[src/rtl/stsf_pkg.sv]
// Shared types and constants for the subarray target sum finder.
// No dependencies; every other file of the block refers to this package.
package stsf_pkg;

    localparam int MAX_LEN = 1024;
    localparam int DATA_W  = 32;
    localparam int SUM_W   = 48;
    localparam int ADDR_W  = $clog2(MAX_LEN);
    localparam int CNT_W   = $clog2(MAX_LEN + 1);
    localparam int START_W = 11;
    localparam int END_W   = 10;

    typedef enum logic [1:0] {
        S_IDLE,
        S_CHECK,
        S_SUB,
        S_EMIT
    } state_t;

    typedef enum logic [1:0] {
        RES_NONE,
        RES_FOUND,
        RES_TOOLONG
    } res_kind_t;

    typedef struct packed {
        logic      take;
        logic      rd_front;
        logic      sub_front;
        logic      clear;
        logic      set_done;
        logic      load_pend;
        res_kind_t pend_kind;
        logic      emit;
    } cmd_t;

    typedef struct packed {
        logic done;
        logic full;
        logic gt;
        logic eq;
        logic last;
        logic in_last;
        logic out_free;
    } status_t;

endpackage

[src/rtl/stsf_ctrl.sv]
// Sequencer of the subarray target sum finder: steps each item through take,
// window shrink and result emission. Depends on stsf_pkg.
module stsf_ctrl (
    input  logic              clk,
    input  logic              rst_n,
    input  logic              in_valid,
    output logic              in_ready,
    input  stsf_pkg::status_t st,
    output stsf_pkg::cmd_t    cmd
);

    stsf_pkg::state_t state_reg;
    stsf_pkg::state_t state_next;

    always_ff @(posedge clk or negedge rst_n)
    begin
        if (!rst_n)
        begin
            state_reg <= stsf_pkg::S_IDLE;
        end
        else
        begin
            state_reg <= state_next;
        end
    end

    always_comb
    begin
        state_next    = state_reg;
        cmd           = '0;
        cmd.pend_kind = stsf_pkg::RES_NONE;
        in_ready      = 1'b0;
        case (state_reg)
            stsf_pkg::S_IDLE:
            begin
                in_ready = 1'b1;
                if (in_valid)
                begin
                    if (st.done)
                    begin
                        // The rest of a finished array is dropped until its last item.
                        cmd.clear = st.in_last;
                    end
                    else if (st.full)
                    begin
                        cmd.load_pend = 1'b1;
                        cmd.pend_kind = stsf_pkg::RES_TOOLONG;
                        cmd.set_done  = 1'b1;
                        cmd.clear     = st.in_last;
                        state_next    = stsf_pkg::S_EMIT;
                    end
                    else
                    begin
                        cmd.take   = 1'b1;
                        state_next = stsf_pkg::S_CHECK;
                    end
                end
            end
            stsf_pkg::S_CHECK:
            begin
                if (st.gt)
                begin
                    cmd.rd_front = 1'b1;
                    state_next   = stsf_pkg::S_SUB;
                end
                else
                begin
                    cmd.clear = st.last;
                    if (st.eq)
                    begin
                        cmd.load_pend = 1'b1;
                        cmd.pend_kind = stsf_pkg::RES_FOUND;
                        cmd.set_done  = 1'b1;
                        state_next    = stsf_pkg::S_EMIT;
                    end
                    else if (st.last)
                    begin
                        cmd.load_pend = 1'b1;
                        cmd.pend_kind = stsf_pkg::RES_NONE;
                        state_next    = stsf_pkg::S_EMIT;
                    end
                    else
                    begin
                        state_next = stsf_pkg::S_IDLE;
                    end
                end
            end
            stsf_pkg::S_SUB:
            begin
                cmd.sub_front = 1'b1;
                state_next    = stsf_pkg::S_CHECK;
            end
            stsf_pkg::S_EMIT:
            begin
                if (st.out_free)
                begin
                    cmd.emit   = 1'b1;
                    state_next = stsf_pkg::S_IDLE;
                end
            end
            default:
            begin
                state_next = stsf_pkg::S_IDLE;
            end
        endcase
    end

endmodule

[config.mk]
export PLATFORM = sky130hd
export DESIGN_NAME = stsf_ctrl
export DESIGN_NICKNAME = d
export VERILOG_FILES = /design/src/rtl/stsf_pkg.sv /design/src/rtl/stsf_ctrl.sv
export SDC_FILE = /design/constraint.sdc
export NUM_CORES = 1
export LEC_CHECK = 0
export ABC_AREA = 1
export BUFFER_PORTS_ARGS = -buffer_cell sky130_fd_sc_hd__buf_4
export CAP_MARGIN = 20
export CORE_AREA = 2 2 39 41
export CTS_BUF_LIST = sky130_fd_sc_hd__clkbuf_8
export DETAILED_ROUTE_END_ITERATION = 10
export DIE_AREA = 0 0 41 43
export PLACE_DENSITY = 0.51
export SYNTH_ARGS = -nofsm -noshare
export SYNTH_HDL_FRONTEND = slang
export SYNTH_SLANG_ARGS = --single-unit
[constraint.sdc]
create_clock -name clk -period 1.17 [get_ports clk]
set_input_delay 0.117 -clock clk [delete_from_list [all_inputs] [get_ports clk]]
set_output_delay 0.117 -clock clk [all_outputs]
set_load 0.05 [all_outputs]
==> results.md, run 1 <==
* Synth Area in Simple Gates at about 55%
* ANT nets after route at 0
* Area after DPL at about 520 um^2
* Final Cell Area at approximately 680 um^2
* Least-Margin Pin Slew at 198 ps
* Critical path arrival at between 1000 and 1500 ps
* Die Width at 41 um
* Syn nets at 50
* Wl on met1 at roughly 320 um
* Mapped cell area at 218 um^2
* F_max at around 730 MHz
* Max_slew headroom at 86.8%
* DR vias at 357
* Root Buffer: clkbuf_8
* Detailed placement HPWL at 588 um
* Routed WL at 814 um
* Wire length on met2 at 418 um
* TNS Setup at -1440 ps
* Final hold vios at 0
* FILL cells at 138
* Cell count after synthesis at 40
* CP Buf/Inv Count at 2
* Core ar. at approximately 1400 um^2
* CTS max path bufs at 2
* Starting Density at 15.7%
* Main combinational cell family by area after synthesis: simple AND/OR/NAND/NOR gates
* Clock Sinks at 2
* CP max stage delay at 390 ps
* CP max FO at 3
* Skew-Pair Late Insertion Delay at roughly 220 ps
* Total GRT Usage at 10.3%
* Ant diodes at 0
* Required time worst endpoint at 1050 ps
* Grt ovf at 0
* Crit end category: output port
* Worst setup margin at -200 ps
* Max Slew Vio Count at 0
* Adder-cell area share of the yosys netlist at 0%
* Failing checks: setup timing
* Detail Route met3 WL at 61 um
* Setup Skew at 3.95 ps
* Num CTS Buffers at 3
* Min-delay worst type: input pin to async pin
* First-pass GRT wire length at around 1200 um
* Crit path max-delay cell type: dfrtp_2
* Max-cap violations at 0
* TritonRoute pass-1 iters at 1
* WL/cell at 9.15 um
* Flop and latch count out of synthesis at 2
* Final setup fails at 10
* Tmin final at 1370 ps
* Initial antenna violation count at 0
* Max reg flops at 2
* Routability Congestion at 0.676
* Top Layer Used: met4
* Synth cell types at 10
* Post-synthesis compound-gate area fraction at 6.90%
* Xor-xnor portion of the synthesized cell area at 0%
* Port-buffer cells at 19
* Clk pin slew, worst setup/hold paths at approximately 30 ps
* Largest net degree at the start of global routing at 5
* Pwr Density at 2650 nW/um^2
* Status: finished with violations
* Via/cell ratio at 4.01
* Final Cycle Share at 117%
* Pleak at 0.345 nW
* TritonCTS clock tree: built
* RSZ-0062 raised after global routing: yes
* IO Pins at 20
* Net count reported at finish at 84
* Remaining DRCs at 0
* Setup crit start kind: flop
* Layout cells sized above 1 at roughly two thirds
* Reg area at 52.6 um^2
* Die area at roughly 1800 um^2
* Post-synthesis mux area share at 0%
* Vias in the first global route at 335
* Synth Warn # at 0
* Sequential fraction of the synthesis area at a little under a quarter
* Maximum vdd ir drop at 1.08 mV
* DRT iter0 DRCs at 0
* Crit path max-delay family: flip-flops
* Die Ht at 43 um
* Critical path class: flop to output port
* Mean post-synth cell area at around 5.4 um^2
* Area grow syn2layout at 214%
* Crit-path cells: inv_2 > nor2_4 > nand2_4 > o22ai_4 > buf_6
* Site row count at 14
* Multi-input logic area at between 200 and 250 um^2
* Max H-tree Level at 1
worst reg2reg max path: stages (launching register included):
cell and delay [ps]:
dfrtp_2 440, nor2_4 170, buf_4 140, nand2_1 50, nand2_1 60, nand2_1 40
cell families (layout without fill, tap and decap cells):
family	Yosys count	after routing
buffers and inverters	9	42
flip-flops	2	2
AO/OA/AOI/OAI	2	2
AND/OR/NAND/NOR	27	27
metrics by stage:
stage          power [W]  util [%]  std cells  setup slack, ps  hold slack, ps
2_1_floorplan   0.000869         -         40             -245            -179
3_3_place_gp     0.00122      37.5         81            -87.0           -99.9
3_5_place_dp     0.00121      37.5         81            -77.1           -99.4
4_1_cts          0.00175      47.5         87             -208             211
5_1_grt          0.00191      49.5         89             -244             222
6_report         0.00181      49.5         89             -200             217
routing by layer:
layer,GRT usage [%],up-vias
li1,-,189
met1,9.97,148
met2,17.8,18
met3,1.57,2
met4,8.00,0
met5,0,-
final cells by class:
class / instances / share of cell area (%)
timing repair buffer: 29 / 41.5
multi-input combinational: 29 / 35.5
sequential: 2 / 7.68
clock buffer: 3 / 6.03
inverter: 9 / 5.85
tap: 16 / 2.93
clock inverter: 1 / 0.548
cell usage after synthesis:
| cell type | n | area [um^2] |
|---|---|---|
| nor2_2 | 1 | 6.26 |
| nand3_1 | 3 | 15.0 |
| nor2_1 | 4 | 15.0 |
| o22ai_1 | 1 | 6.26 |
| o21ai_2 | 1 | 8.76 |
| dfrtp_1 | 2 | 50.1 |
| nor3_1 | 2 | 10.0 |
| nand4_2 | 1 | 12.5 |
| inv_1 | 9 | 33.8 |
| nand2_1 | 16 | 60.1 |
final timing paths:
path / cells after the start / startpoint / slack, ps / to
setup / recovery: 5 / state_reg[0] / -200 / cmd[5]
hold / removal: 2 / rst_n / 220 / state_reg[1]
min in group clk: 4 / st[0] / 220 / state_reg[1]
max in group asynchronous: 2 / rst_n / 840 / state_reg[0]
hold reg to reg: 3 / state_reg[1] / 760 / state_reg[1]
setup reg to reg: 5 / state_reg[1] / 140 / state_reg[0]
power by group:
| part | switching [W] | internal (W) | leakage [nW] |
|---|---|---|---|
| logic | 0.000749 | 0.000600 | 0.297 |
| registers | 0.0000644 | 0.000113 | 0.0219 |
| clock network | 0.0000643 | 0.000223 | 0.0269 |
cell usage in the layout, fill, tap and decap left out:
| cell type | n |
|---|---|
| inv_4 | 1 |
| nand3_2 | 1 |
| dlygate4sd3_1 | 1 |
| inv_1 | 7 |
| inv_2 | 1 |
| dfrtp_2 | 2 |
| nor3_4 | 1 |
| clkbuf_8 | 3 |
| nand2_4 | 3 |
| buf_8 | 4 |
| nand2_1 | 13 |
| nand3_1 | 2 |
| nand4_4 | 1 |
| o21ai_4 | 1 |
| nor2_4 | 5 |
| buf_6 | 9 |
| nor3_2 | 1 |
| buf_4 | 15 |
| clkinvlp_4 | 1 |
| o22ai_4 | 1 |
what timing repair did:
item / CTS / global route
hold buffers: 1 / 0
resized for setup: 21 / 3
setup buffers: 2 / 2
pin swaps: 3 / 1
setup endpoints to repair: 10 / 10
endpoints found under the hold margin: 2 / 0
No activity file was read; power rests on OpenSTA's default activity.
==> run 2, diff against run 1 <==
--- a/config.mk
+++ b/config.mk
@@ -13,6 +13,7 @@
 export DETAILED_ROUTE_END_ITERATION = 10
 export DIE_AREA = 0 0 41 43
 export PLACE_DENSITY = 0.51
+export SKIP_LAST_GASP = 1
 export SYNTH_ARGS = -nofsm -noshare
 export SYNTH_HDL_FRONTEND = slang
 export SYNTH_SLANG_ARGS = --single-unit
==> run 2 against run 1 <==
  * The run still ends with setup timing left
  * Fmax rose by 0.15%
  * Final area is 0.55% lower
  * Flip-flop and latch count unchanged
  * Sequential share of layout area is essentially flat
  * Global-route usage unchanged
  * Critical path type unchanged
  * Utilization shrank 0.27 points
  * Hold slack worse by 0.55 ps
  * Clock skew barely moved
  * Power down 0.98%
  * Combinational power about the same
  * Critical path depth is 1 lower
  * Wire length shrank 2.1%
==> results.md, run 2 (synthesized netlist as in run 1, its figures left out) <==
* Status: finished with violations
* Failing checks: setup timing
* Most frequent cells in the layout: buf_4 (16), nand2_1 (13), buf_6 (8)
* Seq pwr share at 9.9%
* Root Buffer: clkbuf_8
* Routed WL at 797 um
* ANT nets after route at 0
* WL/cell at between 8 and 9 um
* CP max FO at 4
* Maximum vdd ir drop at approximately 1.1 mV
* Site row count at 14
* Clk pin slew, worst setup/hold paths at 30 ps
* Starting Density at 15.7%
* Die Ht at 43 um
* Tmin final at ~1400 ps
* Pleak at roughly 0.34 nW
* Crit Reg-Reg Startpoint: state_reg[1]
* Total GRT Usage at 10.3%
* Vias in the first global route at 337
* Commonest non-fill, non-tap cell in the layout: buf_4
* Num CTS Buffers at 3
* Routability Congestion at 0.676
* Ant diodes at 0
* Required time worst endpoint at around 1100 ps
* Worst setup margin at -198 ps
* Max-cap violations at 0
* Max H-tree Level at 1
* Max reg flops at 2
* Skew-Pair Late Insertion Delay at 220 ps
* Min-delay worst type: input pin to async pin
* Clock Sinks at 2
* Grt ovf at 0
* Placed insts at 81
* Switch Pwr at 0.000871 W
* TNS Setup at -1450 ps
* Critical path arrival at 1250 ps
* Crit end category: output port
* Switching Share at 48.5%
* Die area at 1760 um^2
* Least-Margin Pin Slew at 198 ps
* Largest net degree at the start of global routing at 5
* Area grow syn2layout at 213%
* Net count reported at finish at 84
* DR vias at 355
* Logic pwr share at about three quarters
* Final Cycle Share at 117%
* Setup crit start kind: flop
* Clock Power Share at between 10% and 20%
* Layout cells sized above 1 at between 60% and 70%
* Max Slew Vio Count at 0
* Initial antenna violation count at 0
* Setup Skew at a little under 4 ps
* Detailed placement HPWL at 588 um
* IO Pins at 20
* Critical path class: flop to output port
* Via/cell ratio at 3.99
* TritonRoute pass-1 iters at 1
* Final hold vios at 0
* Core ar. at 1380 um^2
* Remaining DRCs at 0
* FILL cells at between 100 and 150
* Final Util at 49.2%
* Port-buffer cells at 19
* Multi-input logic area at roughly 240 um^2
* RSZ-0062 raised after global routing: yes
* Max_slew headroom at 86.8%
* Pwr Density at between 2000 and 3000 nW/um^2
* Final setup fails at 10
* DRT iter0 DRCs at 0
* TritonCTS clock tree: built
* First-pass GRT wire length at roughly 1200 um
* F_max at around 730 MHz
* Crit path from: state_reg[1]
* Final std cells w/o fill at 89
* CTS max path bufs at 2
* Reg area at 52.6 um^2
* P_int at 0.000925 W
* Die Width at 41 um
[run 2: power by group through the flow]
| stage | clock network (W) | registers [W] | logic (W) |
|---|---|---|---|
| floorplan | 0 | 0.000172 | 0.000697 |
| global placement | 0 | 0.000168 | 0.00105 |
| detailed placement | 0 | 0.000167 | 0.00105 |
| CTS | 0.000296 | 0.000175 | 0.00127 |
| global route | 0.000302 | 0.000181 | 0.00141 |
| finish | 0.000287 | 0.000177 | 0.00133 |
[run 2: timing repair]
item	4_1_cts	5_1_grt
setup buffers	2	2
endpoints found under the hold margin	2	0
resized for setup	20	3
pin swaps	3	2
hold buffers	1	0
setup endpoints to repair	10	10
[run 2: path summary, 6_finish.rpt]
path                                end  slack, ps  depth (start not counted)
setup / recovery                 cmd[4]       -200                          4
hold / removal             state_reg[1]        220                          2
setup reg to reg           state_reg[0]        140                          5
hold reg to reg            state_reg[1]        760                          3
max in group asynchronous  state_reg[0]        840                          2
min in group clk           state_reg[1]        220                          4
[run 2: worst max-delay path, stage by stage (launching register included)]
cell	delay (ps)
dfrtp_2	450
nor2_4	170
nand4_4	160
o21ai_4	90
buf_6	170
[run 2: area by class of cell]
class,instances,area share [%]
clock buffer,3,6.07
clock inverter,1,0.551
inverter,9,5.88
multi-input combinational,29,35.7
sequential,2,7.72
tap,16,2.94
timing repair buffer,29,41.2
[run 2: per-stage QoR]
step / setup slack (ps) / area (um^2) / hold WS, ps / total power, W
final: -198 / 681 / 216 / 0.00180
after global routing: -234 / 681 / 222 / 0.00189
after CTS: -208 / 653 / 211 / 0.00174
after detailed placement: -77.1 / 519 / -99.4 / 0.00121
after global placement: -87.0 / 519 / -99.9 / 0.00122
after floorplan: -245 / 312 / -179 / 0.000869
[run 2: per-layer routing]
metal  share of wire (%)  up-vias  wire, um  global-route usage (%)
li1                    -      189         -                       -
met3                 7.7        2        61                    1.57
met4                 1.9        0        15                    8.00
met1                  40      146       315                    9.97
met5                   0        -         0                       0
met2                  51       18       405                    17.8
